## src/rtl/core/anchor_record_decoder_checker_macros.svh

```systemverilog
// Assertion macros shared by the record decoder RTL.
`ifndef ANCHOR_RECORD_DECODER_CHECKER_MACROS_SVH
`define ANCHOR_RECORD_DECODER_CHECKER_MACROS_SVH

`ifndef SYNTHESIS
// Same-cycle implication, sampled on i_clk, off during reset.
`define ARDC_ASSERT_IMP(lbl, ante, cons, msg) \
    lbl: assert property (@(posedge i_clk) disable iff (!i_rst_n) (ante) |-> (cons)) \
        else $error(msg);
// Next-cycle implication, sampled on i_clk, off during reset.
`define ARDC_ASSERT_NXT(lbl, ante, cons, msg) \
    lbl: assert property (@(posedge i_clk) disable iff (!i_rst_n) (ante) |=> (cons)) \
        else $error(msg);
`else
`define ARDC_ASSERT_IMP(lbl, ante, cons, msg)
`define ARDC_ASSERT_NXT(lbl, ante, cons, msg)
`endif

`endif

```

## src/rtl/core/ardc_pkg.sv

```systemverilog
// Shared types, constants and the CRC-32 byte step for the record decoder.
`timescale 1ns / 1ps
`default_nettype none

package ardc_pkg;

    // Record layout
    localparam int unsigned HDR_BYTES = 20;
    localparam int unsigned CRC_SPAN  = 16;

    // CRC-32, reflected
    localparam logic [31:0] CRC_POLY = 32'hEDB88320;
    localparam logic [31:0] CRC_INIT = 32'hFFFFFFFF;

    // Configuration register indexes
    localparam int unsigned CFG_IDX_W = 2;
    localparam logic [CFG_IDX_W-1:0] CFG_MAGIC   = 2'd0;
    localparam logic [CFG_IDX_W-1:0] CFG_VERSION = 2'd1;

    // Result kinds
    localparam logic KIND_PAYLOAD = 1'b0;
    localparam logic KIND_SUMMARY = 1'b1;

    // Depth of the queue between front and back
    localparam int unsigned Q_DEPTH = 4;

    typedef enum logic [1:0] {
        ST_OK   = 2'd0,
        ST_SIZE = 2'd1,
        ST_BAD  = 2'd2
    } t_status;

    // One command per input byte that causes any result
    typedef struct packed {
        logic        has_pay;
        logic        has_sum;
        logic [7:0]  pay_value;
        logic [5:0]  pay_index;
        logic [31:0] magic;
        logic [15:0] version;
        logic [15:0] size;
        logic [63:0] sequence_no;
        logic [31:0] checksum;
        t_status     status;
    } t_cmd;

    // Eight bit steps of the reflected CRC over one byte
    function automatic logic [31:0] crc32_byte(input logic [31:0] crc,
                                               input logic [7:0]  b);
        logic [31:0] c;
        c = crc ^ {24'd0, b};
        for (int k = 0; k < 8; k++) begin
            c = c[0] ? ((c >> 1) ^ CRC_POLY) : (c >> 1);
        end
        return c;
    endfunction

endpackage

`default_nettype wire

```

## src/rtl/core/ardc_front.sv

```systemverilog
// Front end: byte position, header capture, running CRC and command build.
`timescale 1ns / 1ps
`default_nettype none
`include "anchor_record_decoder_checker_macros.svh"

module ardc_front #(
    parameter int unsigned PAYLOAD_MAX = 64
) (
    input  wire logic                           i_clk,
    input  wire logic                           i_rst_n,
    input  wire logic                           i_cfg_wr_en,
    input  wire logic [ardc_pkg::CFG_IDX_W-1:0] i_cfg_index,
    input  wire logic [31:0]                    i_cfg_data,
    input  wire logic                           i_accept,
    input  wire logic [7:0]                     i_image_byte,
    output logic                                o_cmd_valid,
    output ardc_pkg::t_cmd                      o_cmd
);
    import ardc_pkg::*;

    localparam int unsigned IMAGE_BYTES = HDR_BYTES + PAYLOAD_MAX;
    localparam int unsigned POS_W       = $clog2(IMAGE_BYTES);
    localparam logic [POS_W-1:0] POS_HDR  = POS_W'(HDR_BYTES);
    localparam logic [POS_W-1:0] POS_SPAN = POS_W'(CRC_SPAN);
    localparam logic [POS_W-1:0] POS_LAST = POS_W'(IMAGE_BYTES - 1);
    localparam logic [15:0]      MAX16    = 16'(PAYLOAD_MAX);

    logic [31:0]      r_exp_magic;
    logic [15:0]      r_exp_version;
    logic [POS_W-1:0] r_pos, n_pos;
    logic [31:0]      r_crc, n_crc;
    logic [31:0]      r_magic;
    logic [15:0]      r_version;
    logic [15:0]      r_size;
    logic [63:0]      r_seq;
    logic [31:0]      r_chk;

    logic [POS_W-1:0] idx;
    logic             in_hdr;
    logic             size_ok;
    logic             has_pay;
    logic             is_last;
    logic             crc_upd;
    logic [31:0]      crc_after;
    t_status          status;

    // Configuration registers
    always_ff @(posedge i_clk) begin
        if (!i_rst_n) begin
            r_exp_magic   <= '0;
            r_exp_version <= '0;
        end else if (i_cfg_wr_en) begin
            case (i_cfg_index)
                CFG_MAGIC:   r_exp_magic   <= i_cfg_data;
                CFG_VERSION: r_exp_version <= i_cfg_data[15:0];
                default:     ;
            endcase
        end
    end

    // Classify the current byte
    always_comb begin
        idx       = r_pos - POS_HDR;
        in_hdr    = r_pos < POS_HDR;
        size_ok   = r_size <= MAX16;
        has_pay   = !in_hdr && size_ok && (16'(idx) < r_size);
        is_last   = r_pos == POS_LAST;
        crc_upd   = (r_pos < POS_SPAN) || has_pay;
        crc_after = crc_upd ? crc32_byte(r_crc, i_image_byte) : r_crc;
        if (!size_ok) begin
            status = ST_SIZE;
        end else if (r_magic != r_exp_magic || r_version != r_exp_version ||
                     ~crc_after != r_chk) begin
            status = ST_BAD;
        end else begin
            status = ST_OK;
        end
        n_pos = is_last ? '0 : r_pos + POS_W'(1);
        n_crc = is_last ? CRC_INIT : crc_after;
    end

    // Position and CRC
    always_ff @(posedge i_clk) begin
        if (!i_rst_n) begin
            r_pos <= '0;
            r_crc <= CRC_INIT;
        end else if (i_accept) begin
            r_pos <= n_pos;
            r_crc <= n_crc;
        end
    end

    // Header capture, one lane per byte
    always_ff @(posedge i_clk) begin
        if (i_accept && in_hdr) begin
            if (r_pos < POS_W'(4)) begin
                r_magic[r_pos[1:0]*8 +: 8] <= i_image_byte;
            end else if (r_pos < POS_W'(6)) begin
                r_version[r_pos[0]*8 +: 8] <= i_image_byte;
            end else if (r_pos < POS_W'(8)) begin
                r_size[r_pos[0]*8 +: 8] <= i_image_byte;
            end else if (r_pos < POS_SPAN) begin
                r_seq[r_pos[2:0]*8 +: 8] <= i_image_byte;
            end else begin
                r_chk[r_pos[1:0]*8 +: 8] <= i_image_byte;
            end
        end
    end

    // Command toward the queue
    always_comb begin
        o_cmd_valid       = i_accept && (has_pay || is_last);
        o_cmd.has_pay     = has_pay;
        o_cmd.has_sum     = is_last;
        o_cmd.pay_value   = i_image_byte;
        o_cmd.pay_index   = 6'(idx);
        o_cmd.magic       = r_magic;
        o_cmd.version     = r_version;
        o_cmd.size        = r_size;
        o_cmd.sequence_no = r_seq;
        o_cmd.checksum    = r_chk;
        o_cmd.status      = status;
    end

    `ARDC_ASSERT_NXT(a_fr_wrap, i_accept && is_last, r_pos == '0 && r_crc == CRC_INIT, "position did not re-arm after last byte")

endmodule

`default_nettype wire

```

## config.mk

```make
export PLATFORM = sky130hd
export DESIGN_NAME = ardc_front
export DESIGN_NICKNAME = d
export VERILOG_FILES = /design/src/rtl/core/ardc_pkg.sv /design/src/rtl/core/ardc_front.sv
export VERILOG_INCLUDE_DIRS = /design/src /design/src/rtl/core
export SDC_FILE = /design/constraint.sdc
export NUM_CORES = 1
export LEC_CHECK = 0
export BUFFER_PORTS_ARGS = -buffer_cell sky130_fd_sc_hd__buf_2
export CAP_MARGIN = 20
export CORE_MARGIN = 10
export CORE_UTILIZATION = 25
export CTS_CLUSTER_DIAMETER = 40
export DETAILED_ROUTE_END_ITERATION = 16
export HOLD_SLACK_MARGIN = 0.08
export PLACE_DENSITY_LB_ADDON = 0.08
export SETUP_SLACK_MARGIN = 0.15
export SYNTH_ARGS = -nofsm -noshare
export SYNTH_HDL_FRONTEND = slang
export SYNTH_SLANG_ARGS = --single-unit
```

## constraint.sdc

```tcl
create_clock -name i_clk -period 3.7 [get_ports i_clk]
set_input_delay 0.185 -clock i_clk [delete_from_list [all_inputs] [get_ports i_clk]]
set_output_delay 0.185 -clock i_clk [all_outputs]
set_load 0.02 [all_outputs]
```

# After elaboration in Yosys (flattened, before gate mapping)
# Index checks and enable logic that the tools add are counted.
# classes
n_addsub	5
n_mul	0
div	0
magnitude_cmp	7
n_eq_ne	5
n_shift	6
muxes	18
n_bitwise	14
reduce_logical	17
# op_table
op	n
2-to-1 mux 32 bit	10
inverter 13 -> 14 bit	8
bitwise mux 32 bit	2
bitwise mux 64 bit	1
!= test 32 bit	2
variable shift 8 x 34 -> 64 bit (first input constant)	1
indexed part select 8 x 34 -> 64 bit	1
negation 4 -> 34 bit	1
negation 5 -> 34 bit	1
negation 6 -> 34 bit	1
variable shift 8 x 34 -> 16 bit (first input constant)	1
variable shift 8 x 34 -> 32 bit (first input constant)	1
indexed part select 8 x 34 -> 16 bit	1
indexed part select 8 x 34 -> 32 bit	1
bitwise mux 16 bit	2
inverter 32 bit	1
XOR 32 x 8 -> 32 bit	1
less-or-equal comparator 16 x 7 -> 1 bit (second input constant)	1
< comparator 7 x 16 -> 1 bit	1
!= test 16 bit	1
< comparator 7 x 3 -> 1 bit (second input constant)	2
< comparator 7 x 5 -> 1 bit (second input constant)	2
AND reduction 5 bit	2
adder 7 x 1 -> 7 bit (second input constant)	1
other kinds (14)	26
# word_totals
register_bits	247
latchBits	0
mem_bits_rw	0
mem_bits_ro	0
out_inout_bits	179
word_cells	81
n_memories	0

# Logic depth before layout (Yosys ltp)
# logic_depth
ltp_word	23
mapped_depth	17
depth_no_buf	15

# Worst setup path before layout
# No wires, ideal clock.
# synth_timing
path_type	register -> output
startpoint	register r_pos[2]
endpoint	output port o_cmd[1] in the netlist's numbering
arrival_time_ns	3.445
required_ns	3.515
setup_slack_ns	0.070
path_stages_with_launch	18
path_buffers	2
cell_sequence	dfxtp_1 > inv_1 > ha_1 > inv_1 > a21oi_1 > xor2_1 > ha_1 > nor2b_1 > a221o_1 > nor3b_4 > a21o_1 > buf_6 > buf_12 > mux2i_1 > xnor2_1 > nand4_1 > nor4_1 > a31oi_1
# synth_rtl
element	line	rtl
start, declared	ardc_front.sv:30	logic [POS_W-1:0] r_pos, n_pos;
start signal, assigned	ardc_front.sv:88	r_pos <= n_pos;
end, declared	ardc_front.sv:17	output ardc_pkg::t_cmd o_cmd

==> flow_summary.ini <==
[outcome]
status = complete, but fails checks
violations = setup timing

[finish]
num-fill-cells = 4783
syn_to_final_growth_pct = 35.94
mostFrequentLayoutCells = buf_2 (223), nand2_1 (167), edfxtp_1 (160)
multi_input_area_um2 = 4833
final_layout_size_suffix_gt1_share_pct = 27.97
final_common_cell = buf_2
n_antenna_cell = 0
regArea_um2 = 6550
fin_util_pct = 34.31
nNetsFinal = 1420
final_cells = 2012

[worst_hold_path]
hold_class = input pin to flip-flop
hold_start = i_image_byte[2]

[placed_design]
dpl_worst_slack_ns = -0.03873
place_congestion = 0.8250
dp_cells = 1872
dpl.hpwl_mm = 36.27
portBuffers = 224

[floorplanning]
die-area_um2 = 55960
rows = 79
io_pins = 225
die_w_um = 236.6
die_h_um = 236.6
initial_core_util_pct = 25.24
core_um2 = 46460

[global_route]
grtUsageTotal_pct = 16.37
antenna_found_initial = 1
grt_overflow = 0
grt_pass1_wl_mm = 67.65
first_global_vias = 9591
grt_max_degree = 50

[job]
cap_violations = 0

[clock_tree]
htreeDepth = 2
cts_buffer_depth = 3
cts_tree = done
clk_latency_ns = 0.60
cts.sink_count = 247
cts.clk_slew.worst_paths_ns = 0.04
root_buffer = clkbuf_16
numCtsBuffers = 53

[logic_synthesis]
yosys_warnings = 0
synth_simple_gate_area_share_pct = 16.31
synthTopCellsByArea = edfxtp_1 (41%), dfxtp_1 (15%), xnor2_1 (8.9%)
synth_top_area_share_pct = 40.98
synth_top_family_by_area = simple AND/OR/NAND/NOR gates
syn_area_per_cell_um2 = 11.08
syn-cell-area_um2 = 11720
yosysSeqAreaShare_pct = 55.84
synthFlopType = edfxtp_1
synth_adder_area_share_pct = 1.494
synth_top_cell_by_area = edfxtp_1
ys_ff_latch = 247
synth_edf_count = 160
synth_compound_area_share_pct = 7.129
synth_cells = 1058
synthArstFlopShare_pct = 0
synth_xor_area_share_pct = 13.99
muxShareOfSynthArea_pct = 1.622
synth_nets = 1118
synthDistinctLibCells = 61

[timing]
max_freq_mhz = 239.9
hold_viol = 0
fin_skew_ns = 0.03575
rsz0062_at_grt = yes
setup_ws_ns = -0.4682
slew_headroom_pct = 41.32
fin_hold_ws_ns = 0.1548
setup_viol_count_final = 1
layout_min_cycle_time_ns = 4.168
slew_violations = 0
setup_tns_ns = -0.4682
post-route-period-util_pct = 112.7
worst_pin_slew_ns = 0.8721

[power]
powerDensity_nw_per_um2 = 762.7
power.static_leakage_nw = 6.070
ir_drop_v = 0.0004384

[routing]
wirelength_mm = 47.09
drtAntennaViolNets = 0
post_drt_wl_per_cell_um = 23.40
drc = 0
drt_pre_antenna_iters = 5
num_vias = 8982
detail_route.iter0.violations = 571
vias_per_cell = 4.464

[critical_path]
worst_setup_path_end_kind = output port
crit_type = flip-flop to output port
critPathArrivalTime_ns = 3.98
cp.required_ns = 3.51
crit_start = r_pos[2]
startpoint_type = flip-flop
path_max_fanout = 17
rr_startpoint = r_pos[0]
sequential cells by signal, summed over array words and instances, names as in the netlist:
signal         cells
r_exp_version     16
r_chk             32
r_exp_magic       32
r_pos              7
r_seq             64
r_size            16
r_magic           32
r_version         16
r_crc             32
layout make-up:
| type | count | share of cell area [%] |
|---|---|---|
| clock buffer | 72 | 8.957 |
| clock inverter | 28 | 2.434 |
| inverter | 30 | 0.7065 |
| multi-input combinational | 722 | 30.33 |
| sequential | 247 | 41.10 |
| tap | 607 | 4.765 |
| timing repair buffer | 306 | 11.71 |
metrics by stage:
step	cell area (um2)	power, mW
after CTS	15900	12.23
after global placement	13650	7.312
after floorplan	11730	6.252
final	15940	12.16
after detailed placement	13650	7.255
after global routing	15940	12.77
cells in the mapped netlist, types with 3 or more instances:
master / count
nor4_1: 8
ha_1: 14
dfxtp_1: 87
and2_1: 43
xnor2_1: 119
nor2_1: 113
a211oi_1: 5
nor3_1: 13
o211ai_1: 10
buf_1: 3
nand3_1: 21
inv_1: 30
nand2_1: 167
o21ai_0: 15
a21boi_0: 48
edfxtp_1: 160
buf_2: 4
a31oi_1: 4
xnor2_4: 10
xor2_1: 18
nand2b_1: 5
nor2b_1: 8
xnor2_2: 6
a21oi_1: 12
clkbuf_1: 37
xnor3_1: 3
or2_2: 3
buf_4: 12
nand4_1: 18
nor3b_1: 4
mux2i_1: 19
critical path, stage by stage (launching register included):
cell	delay (ns)
dfxtp_2	0.35
inv_2	0.05
ha_4	0.15
inv_2	0.05
a21oi_2	0.05
xor2_1	0.15
ha_1	0.29
buf_4	0.10
nand2b_1	0.06
a2111o_1	0.41
a21o_4	0.26
buf_12	0.16
buf_12	0.15
a31oi_1	0.13
nor2_1	0.06
a2111oi_1	0.37
and4b_1	0.30
a31oi_2	0.12
buf_4	0.18
power by group:
group | switching [mW] | total [mW] | internal, mW | leakage, nW
logic | 2.13 | 3.95 | 1.81 | 3.07
clock network | 1.58 | 4.83 | 3.25 | 0.874
registers | 0.255 | 3.38 | 3.12 | 2.12
total | 3.97 | 12.2 | 8.19 | 6.07
path summary, 6_finish.rpt:
check | slack (ns) | end | cells past startpoint
worst max-delay path | -0.47 | o_cmd[1] | 18
worst min-delay path | 0.15 | r_seq[26] | 2
worst max register to register | 0.49 | r_seq[27] | 7
worst min register to register | 0.47 | r_exp_magic[10] | 2
logic make-up after synthesis:
| logic type | count (synthesis) |
|---|---|
| buffers and inverters | 89 |
| DFF | 247 |
| and+or+nand+nor | 417 |
| muxes | 19 |
| AOI/OAI and AO/OA | 116 |
| adders and majority gates | 14 |
| xor gates and xnor gates | 156 |
per-layer routing:
metal	up-vias	global-route usage, %	part of all wire, %
met2	307	26.29	47
li1	4231	-	-
met1	4391	20.21	43
met3	53	5.870	8.2
met5	-	0	0
met4	0	4.806	1.9
timing repair:
action | 4_1_cts | 5_1_grt
buffers inserted | 4 | 2
pin swaps | 11 | 8
hold buffers | 33 | 0
resized for setup | 16 | 4
endpoints found under the setup margin | 1 | 1
gates cloned | 1 | 0
hold endpoints to repair | 51 | 0
Note: power is estimated with default switching activity, not from simulation.
